## config.mk

```make
export PLATFORM = sky130hd
export DESIGN_NAME = ipd_request_uri_parser_unit_flat
export DESIGN_NICKNAME = d
export VERILOG_FILES = /design/src/hdl/ipd_uri_pkg.sv /design/src/hdl/ipd_uri_if.sv /design/src/hdl/ipd_uri_fsm.sv /design/src/hdl/ipd_request_uri_parser_unit.sv /design/src/flat_wrapper.sv
export SDC_FILE = /design/constraint.sdc
export NUM_CORES = 1
export LEC_CHECK = 0
export BUFFER_PORTS_ARGS = -buffer_cell sky130_fd_sc_hd__buf_2
export CAP_MARGIN = 10
export CORE_MARGIN = 2
export CORE_UTILIZATION = 23
export CTS_BUF_LIST = sky130_fd_sc_hd__clkbuf_4 sky130_fd_sc_hd__clkbuf_8
export DETAILED_ROUTE_END_ITERATION = 16
export PLACE_DENSITY = 0.37
export SYNTH_ARGS = -nofsm -noshare
export SYNTH_HDL_FRONTEND = slang
export SYNTH_SLANG_ARGS = --single-unit
```

## constraint.sdc

```tcl
create_clock -name clock -period 4.3 [get_ports clock]
set_clock_uncertainty 0.05 [all_clocks]
set_input_delay 0.215 -clock clock [delete_from_list [all_inputs] [get_ports clock]]
set_output_delay 0.215 -clock clock [all_outputs]
set_load 0.005 [all_outputs]
```

## src/hdl/ipd_uri_pkg.sv

```systemverilog
`timescale 1ns / 1ps
`default_nettype none
// ----------------------------------------------------------------------------
// ipd_uri_pkg: shared types and constants for the request URI parser
// Character codes, the input and result word layouts.
// ----------------------------------------------------------------------------
package ipd_uri_pkg;

   // characters recognized in the modem stream
   localparam logic [7:0] CHAR_PLUS  = 8'h2B;
   localparam logic [7:0] CHAR_COMMA = 8'h2C;
   localparam logic [7:0] CHAR_COLON = 8'h3A;
   localparam logic [7:0] CHAR_SLASH = 8'h2F;
   localparam logic [7:0] CHAR_SPACE = 8'h20;
   localparam logic [7:0] CHAR_I     = 8'h49;
   localparam logic [7:0] CHAR_P     = 8'h50;
   localparam logic [7:0] CHAR_D     = 8'h44;

   // tag store depth
   localparam int TAG_LEN = 3;

   // input word operations
   localparam logic OP_BYTE    = 1'b0;
   localparam logic OP_RESTART = 1'b1;

   // input word
   typedef struct packed {
      logic       op;
      logic [7:0] data_byte;
   } req_word_type;

   // result word
   typedef struct packed {
      logic       uri_byte_valid;
      logic [7:0] uri_byte;
      logic [5:0] uri_index;
      logic       request_done;
      logic [6:0] uri_length;
      logic       uri_overflow;
      logic [2:0] parser_phase;
   } rsp_word_type;

endpackage
`default_nettype wire

```

## src/hdl/ipd_uri_if.sv

```systemverilog
`timescale 1ns / 1ps
`default_nettype none
// ----------------------------------------------------------------------------
// ipd_uri_req_if / ipd_uri_rsp_if: valid/ready channels of the URI parser
// One word moves at a clock edge with valid and ready both high.
// ----------------------------------------------------------------------------
interface ipd_uri_req_if;
   logic       valid;
   logic       ready;
   logic       op;
   logic [7:0] data_byte;

   modport source (output valid, output op, output data_byte, input ready);
   modport sink   (input valid, input op, input data_byte, output ready);
endinterface

interface ipd_uri_rsp_if;
   logic       valid;
   logic       ready;
   logic       uri_byte_valid;
   logic [7:0] uri_byte;
   logic [5:0] uri_index;
   logic       request_done;
   logic [6:0] uri_length;
   logic       uri_overflow;
   logic [2:0] parser_phase;

   modport source (output valid, output uri_byte_valid, output uri_byte,
                   output uri_index, output request_done, output uri_length,
                   output uri_overflow, output parser_phase, input ready);
   modport sink   (input valid, input uri_byte_valid, input uri_byte,
                   input uri_index, input request_done, input uri_length,
                   input uri_overflow, input parser_phase, output ready);
endinterface
`default_nettype wire

```

## src/hdl/ipd_uri_fsm.sv

```systemverilog
`timescale 1ns / 1ps
`default_nettype none
// ----------------------------------------------------------------------------
// ipd_uri_fsm: parser state machine and result register
// Steps the '+IPD' parse on one byte per enabled cycle and registers the
// result word for that byte.
// ----------------------------------------------------------------------------
module ipd_uri_fsm
   import ipd_uri_pkg::*;
#(
   parameter int URI_MAX = 64,
   parameter int CNT_W   = 7
) (
   input  wire               clock,
   input  wire               reset,
   input  wire               step,
   input  wire req_word_type word_in,
   output rsp_word_type      result_ff
);

   typedef enum logic [2:0] {
      PH_IDLE   = 3'd0,
      PH_TAG    = 3'd1,
      PH_LINK   = 3'd2,
      PH_LEN    = 3'd3,
      PH_METHOD = 3'd4,
      PH_URI    = 3'd5
   } phase_type;

   localparam logic [CNT_W-1:0] CNT_MAX = CNT_W'(URI_MAX);
   localparam logic [CNT_W-1:0] CNT_TAG = CNT_W'(TAG_LEN);
   localparam logic [CNT_W-1:0] CNT_ONE = CNT_W'(1);

   phase_type        phase_ff, phase_in;
   logic [CNT_W-1:0] count_ff, count_in;
   logic [7:0]       tag_ff [TAG_LEN];
   logic             tag_we;
   logic             ovf_ff, ovf_in;
   rsp_word_type     result_in;
   logic             tag_ipd;

   assign tag_ipd = (tag_ff[0] == CHAR_I) && (tag_ff[1] == CHAR_P) && (tag_ff[2] == CHAR_D);

   // next state and result for the current byte
   always_comb begin
      phase_in  = phase_ff;
      count_in  = count_ff;
      ovf_in    = ovf_ff;
      tag_we    = 1'b0;
      result_in = '0;
      if (word_in.op == OP_RESTART) begin
         phase_in = PH_IDLE;
         count_in = '0;
         ovf_in   = 1'b0;
      end else begin
         case (phase_ff)
            PH_IDLE: begin
               if (word_in.data_byte == CHAR_PLUS) begin
                  phase_in = PH_TAG;
                  count_in = '0;
               end
            end
            PH_TAG: begin
               if (word_in.data_byte == CHAR_COMMA || count_ff >= CNT_TAG) begin
                  count_in = '0;
                  phase_in = tag_ipd ? PH_LINK : PH_IDLE;
               end else begin
                  tag_we   = 1'b1;
                  count_in = count_ff + CNT_ONE;
               end
            end
            PH_LINK: begin
               if (word_in.data_byte == CHAR_COMMA) phase_in = PH_LEN;
            end
            PH_LEN: begin
               if (word_in.data_byte == CHAR_COLON) phase_in = PH_METHOD;
            end
            PH_METHOD: begin
               if (word_in.data_byte == CHAR_SLASH) begin
                  phase_in = PH_URI;
                  count_in = '0;
                  ovf_in   = 1'b0;
               end
            end
            PH_URI: begin
               if (word_in.data_byte == CHAR_SPACE) begin
                  result_in.request_done = 1'b1;
                  result_in.uri_length   = 7'(count_ff);
                  result_in.uri_overflow = ovf_ff;
                  phase_in = PH_IDLE;
                  count_in = '0;
               end else if (count_ff < CNT_MAX) begin
                  result_in.uri_byte_valid = 1'b1;
                  result_in.uri_byte       = word_in.data_byte;
                  result_in.uri_index      = 6'(count_ff);
                  count_in = count_ff + CNT_ONE;
               end else begin
                  ovf_in = 1'b1;
               end
            end
            default: begin
               phase_in = PH_IDLE;
               count_in = '0;
            end
         endcase
         // running length while inside the URI
         if (phase_in == PH_URI) begin
            result_in.uri_length   = 7'(count_in);
            result_in.uri_overflow = ovf_in;
         end
      end
      result_in.parser_phase = phase_in;
   end

   // state and result register
   always_ff @(posedge clock) begin
      if (reset) begin
         phase_ff <= PH_IDLE;
         count_ff <= '0;
         ovf_ff   <= 1'b0;
         for (int i = 0; i < TAG_LEN; i++) tag_ff[i] <= '0;
      end else if (step) begin
         phase_ff <= phase_in;
         count_ff <= count_in;
         ovf_ff   <= ovf_in;
         if (tag_we) tag_ff[count_ff[1:0]] <= word_in.data_byte;
      end
      if (step) result_ff <= result_in;
   end

endmodule
`default_nettype wire

```

## src/hdl/ipd_request_uri_parser_unit.sv

```systemverilog
`timescale 1ns / 1ps
`default_nettype none
// ----------------------------------------------------------------------------
// ipd_request_uri_parser_unit: modem request URI extractor
// Watches received bytes for '+IPD,<link>,<len>:<method> /<uri> ' and
// returns a result word per input word with any URI byte and request status.
// ----------------------------------------------------------------------------
// Usage: every accepted request word (a byte or a restart) yields exactly one
// response word, in order. The unit takes one word per clock while the sink
// keeps up; a word passes an input register and then the parser step into the
// result register, from which its response is taken at a clock edge when the
// sink is ready. The result register advances only when it is empty or being
// taken, and the input register only when it is empty or its word steps, so a
// stalled sink holds two words in flight before ready drops. URI bytes past
// URI_MAX are dropped and reported through uri_overflow.
module ipd_request_uri_parser_unit
   import ipd_uri_pkg::*;
#(
   parameter int URI_MAX = 64
) (
   input  wire             clock,
   input  wire             reset,
   ipd_uri_req_if.sink     req_if,
   ipd_uri_rsp_if.source   rsp_if
);

   localparam int CNT_W = $clog2(URI_MAX + 1);

   logic         in_valid_ff;
   req_word_type in_word_ff;
   logic         out_valid_ff;
   logic         step;
   logic         req_take;
   rsp_word_type result;

   // result register free, so the held word may step
   assign step     = in_valid_ff && (!out_valid_ff || rsp_if.ready);
   assign req_take = req_if.valid && req_if.ready;
   assign req_if.ready = !in_valid_ff || step;

   // input register and result valid
   always_ff @(posedge clock) begin
      if (reset) begin
         in_valid_ff  <= 1'b0;
         out_valid_ff <= 1'b0;
      end else begin
         if (req_if.ready) in_valid_ff <= req_if.valid;
         if (step) out_valid_ff <= 1'b1;
         else if (rsp_if.ready) out_valid_ff <= 1'b0;
      end
      if (req_take) begin
         in_word_ff.op        <= req_if.op;
         in_word_ff.data_byte <= req_if.data_byte;
      end
   end

   ipd_uri_fsm #(
      .URI_MAX (URI_MAX),
      .CNT_W   (CNT_W)
   ) u_fsm (
      .clock     (clock),
      .reset     (reset),
      .step      (step),
      .word_in   (in_word_ff),
      .result_ff (result)
   );

   // response channel
   assign rsp_if.valid          = out_valid_ff;
   assign rsp_if.uri_byte_valid = result.uri_byte_valid;
   assign rsp_if.uri_byte       = result.uri_byte;
   assign rsp_if.uri_index      = result.uri_index;
   assign rsp_if.request_done   = result.request_done;
   assign rsp_if.uri_length     = result.uri_length;
   assign rsp_if.uri_overflow   = result.uri_overflow;
   assign rsp_if.parser_phase   = result.parser_phase;

endmodule
`default_nettype wire
```

## src/flat_wrapper.sv

```systemverilog
// flat-port wrapper written by rule: the top's interface ports become plain ports
module ipd_request_uri_parser_unit_flat import ipd_uri_pkg::*;
#(
   parameter int URI_MAX = 64
)
  (clock, reset, req_if_valid, req_if_op, req_if_data_byte, req_if_ready, rsp_if_valid, rsp_if_uri_byte_valid, rsp_if_uri_byte, rsp_if_uri_index, rsp_if_request_done, rsp_if_uri_length, rsp_if_uri_overflow, rsp_if_parser_phase, rsp_if_ready);
  ipd_uri_req_if req_if_i ();
  ipd_uri_rsp_if rsp_if_i ();
  input  wire clock;
  input  wire reset;
  input wire logic [$bits(req_if_i.valid)-1:0] req_if_valid;
  input wire logic [$bits(req_if_i.op)-1:0] req_if_op;
  input wire logic [$bits(req_if_i.data_byte)-1:0] req_if_data_byte;
  output wire logic [$bits(req_if_i.ready)-1:0] req_if_ready;
  output wire logic [$bits(rsp_if_i.valid)-1:0] rsp_if_valid;
  output wire logic [$bits(rsp_if_i.uri_byte_valid)-1:0] rsp_if_uri_byte_valid;
  output wire logic [$bits(rsp_if_i.uri_byte)-1:0] rsp_if_uri_byte;
  output wire logic [$bits(rsp_if_i.uri_index)-1:0] rsp_if_uri_index;
  output wire logic [$bits(rsp_if_i.request_done)-1:0] rsp_if_request_done;
  output wire logic [$bits(rsp_if_i.uri_length)-1:0] rsp_if_uri_length;
  output wire logic [$bits(rsp_if_i.uri_overflow)-1:0] rsp_if_uri_overflow;
  output wire logic [$bits(rsp_if_i.parser_phase)-1:0] rsp_if_parser_phase;
  input wire logic [$bits(rsp_if_i.ready)-1:0] rsp_if_ready;
  assign req_if_i.valid = req_if_valid;
  assign req_if_i.op = req_if_op;
  assign req_if_i.data_byte = req_if_data_byte;
  assign req_if_ready = req_if_i.ready;
  assign rsp_if_valid = rsp_if_i.valid;
  assign rsp_if_uri_byte_valid = rsp_if_i.uri_byte_valid;
  assign rsp_if_uri_byte = rsp_if_i.uri_byte;
  assign rsp_if_uri_index = rsp_if_i.uri_index;
  assign rsp_if_request_done = rsp_if_i.request_done;
  assign rsp_if_uri_length = rsp_if_i.uri_length;
  assign rsp_if_uri_overflow = rsp_if_i.uri_overflow;
  assign rsp_if_parser_phase = rsp_if_i.parser_phase;
  assign rsp_if_i.ready = rsp_if_ready;
  ipd_request_uri_parser_unit #(.URI_MAX(URI_MAX)) u_core (.clock(clock), .reset(reset), .req_if(req_if_i), .rsp_if(rsp_if_i));
endmodule
```

==> impl_results.md <==
- Routed len/inst: ~17 microns
- IO Pins: 42
- Post-DP HPWL: slightly above 6000 microns
- Internal: between 1 and 1.5 mW
- Final instance area: 4070 sq um
- DIE AREA: ~16,000 sq um
- Tcrit/Tclk final: 0.643
- Achievable Freq: 0.362 GHz
- Post-CTS Resized: 0
- # H-tree levels: 3
- Setup TNS Final: 0 ns
- Status: completed
- Worst hold margin: 0.106 ns
- DRC violation total after the first TritonRoute iteration: 160
- WHS Endpoint: u_core.rsp_if.valid
- Fin. Hold Viols: 0
- Synth Cell Area: 3420 sq um
- Synthesized net count: 305
- Hold depth: 4
- Switching part of the total power: 0.229
- Starting Density: 0.235
- Power Dens Cells: 335 nW/um^2
- Pwr Total: 1.36 mW
- Slew headroom: 0.521
- GPL Wtd Cong: 0.769
- DRC Markers: 0
- Mean post-synth cell area: around 12 sq um
- Worst hold path class: in -> reg
- Setup slack on the worst flop-to-flop path: 1.53 ns
- Maximum fanout along the worst path: 14
- Reg2reg end: u_core.u_fsm.tag_ff[2][5]
- N_diodes: 0
- WP data required: approximately 4.3 ns
- CTS clk-pin slew, worst paths: 0.07 ns
- TritonCTS clock tree: built
- Ys flop type: edfxtp_1
- Final ANT Viol Nets: 0
- Number of global-route vias before repair: around 2.4k
- Largest net degree at the start of global routing: 32
- Setup violators final: 0
- Clk sinks: 73
- Ys async rst share: 0
- Die width: roughly 130 microns
- # hold bufs at CTS: 10
- Pre-CTS setup slack: 1.54 ns
- Number of flops mapped to enable cells by yosys: 60
- Power share of the clock group: 0.357
- Register share of total power: 0.595
- Core Region: around 15,000 sq um
- Layout cells sized above 1: 0.194
- FF+latch count, synth: 73
- Routed WL: 8840 microns
- Synth top area cells: edfxtp_1 53%, dfxtp_1 7.6%, and2_1 6.6%
- FP Rows: 44
- Post-synth top cells: 60 x edfxtp_1, 36 x and2_1, 16 x nor2_1
- Critical Path Start Type: register
- Residual overflow from global routing: 0
- Root buf cell: clkbuf_8
- Gr usage total: 0.118
- Fin nets: ~350
- Cell Count, Final, Fillers Out: 524
- Clock Path Buffers: 2
- Tmin final: 2.77 ns
- Worst-Margin Slew: approximately 0.71 ns
- Net Switching: ~0.31 mW
- Vias after detailed routing: ~2.4k
- Crit Path Class: reg -> reg
- VDD IR max: around 0.00012 V
- Clock latency on the worst-skew pair: 0.36 ns
- Inst Count DP: approximately 500
- Hold_sp: rsp_if_ready
- Most frequent cell after synthesis: edfxtp_1
- Initial antenna violation count: 0
- RSZ-0062 raised after global routing: no
- Placed cell area: 3790 sq um
- First-pass detailed-route iteration total: 4
- PortBufs: between 40 and 50
- Post-route setup slack: 1.53 ns
- Post-layout util: 0.280
- Origin of the critical flop-to-flop path: u_core.in_word_ff[2]
- Num CTS Buffers: 9
- # Post-CTS Setup Buffers: 0
- Mapped Cells: 287
- # fillers: 1,560
- Area leader, netlist: edfxtp_1
- Area grow syn2layout: 19.1%
- Post-synth top area share: 0.527
- Unique masters post-synth: 57
- Slew Limit Fails: 0
- Ys Warns: 0
- Number of max-cap violations: 0
- Leak: between 1 and 1.5 nW
- First-pass GRT wire length: about 14,000 microns
- Comb pwr share: 0.049
- Reg2Reg Depth: 5
- Worst Path Arrival: between 2 and 3 ns
- Critical Path Sink Type: register
- Sequential fraction of the synthesis area: 0.604
- Vias/cell: 4.60
- Die Span Y: 126 microns
state kept, by name (all words and copies together) (netlist names):
name,count
u_core.u_fsm.phase_ff,3
u_core.u_fsm.count_ff,7
u_core.in_valid_ff,1
u_core.u_fsm.ovf_ff,1
u_core.rsp_if.valid,1
u_core.u_fsm.tag_ff,24
u_core.u_fsm.result_ff,27
u_core.in_word_ff,9
power groups by stage:
stage / logic [mW] / clock network, mW / registers (mW)
2_1_floorplan: 0.0354 / 0 / 0.815
3_3_place_gp: 0.0606 / 0 / 0.824
3_5_place_dp: 0.0605 / 0 / 0.825
4_1_cts: 0.0676 / 0.509 / 0.809
5_1_grt: 0.0737 / 0.535 / 0.813
6_report: 0.0663 / 0.486 / 0.809
worst max-delay path by stage:
stage,start,end,cells after the start
final,u_core.in_word_ff[2],u_core.u_fsm.tag_ff[2][5],5
after global routing,u_core.in_word_ff[5],u_core.u_fsm.tag_ff[2][5],5
after CTS,u_core.in_word_ff[5],u_core.u_fsm.tag_ff[2][5],5
after detailed placement,u_core.in_word_ff[5],u_core.u_fsm.tag_ff[0][7],5
after global placement,u_core.in_word_ff[4],u_core.u_fsm.result_ff[9],5
after floorplan,u_core.in_word_ff[7],u_core.u_fsm.tag_ff[0][0],7
worst max-delay path, stage by stage, from the launching register on:
cell	delay, ns
edfxtp_1	0.63
nor3b_1	0.26
and4bb_1	0.25
nor3_2	0.43
and4b_1	0.43
or2_1	0.37
cell type report:
type / count / area [sq um] / area share
Clock buffer: 12 / 153 / 0.0375
Clock inverter: 4 / 21.3 / 0.00523
Inverter: 9 / 33.8 / 0.00831
Multi-Input combinational cell: 189 / 1250 / 0.307
Sequential cell: 73 / 2060 / 0.507
Tap cell: 184 / 230 / 0.0566
Timing Repair Buffer: 53 / 320 / 0.0787
layer usage:
layer / up-vias / global-route usage / share of wire / routed length [microns]
li1: 1179 / - / - / -
met1: 1147 / 0.170 / 0.51 / 4490
met2: 69 / 0.162 / 0.42 / 3740
met3: 14 / 0.0285 / 0.044 / 388
met4: 0 / 0.0608 / 0.024 / 212
met5: - / 0 / 0 / 0
layout by cell type (no fill, tap or decap), types with 3 or more instances in the layout:
cell	count
and4b_1	4
a21oi_1	8
nand3_1	7
nand2b_1	3
or2_1	3
ha_1	5
edfxtp_1	60
dlygate4sd3_1	10
inv_1	9
a22o_1	3
nor2b_1	5
dfxtp_1	13
buf_2	41
o21ai_0	13
and2_1	36
nor3_1	5
nor4b_1	5
nor4_1	8
o31ai_1	5
clkbuf_8	10
nor2_1	16
nand4b_1	3
nand2_1	15
cell families (layout without fill, tap and decap cells):
kind of cell	after synthesis	after routing	synth area share
xor+xnor	1	1	0.00256
simple gates	128	128	0.229
mux	1	1	0.00330
buf+inv	25	78	0.0311
fa+ha+maj	5	5	0.0183
flops	73	73	0.604
compound gates	54	54	0.112
(Power assumes the default switching activity.)
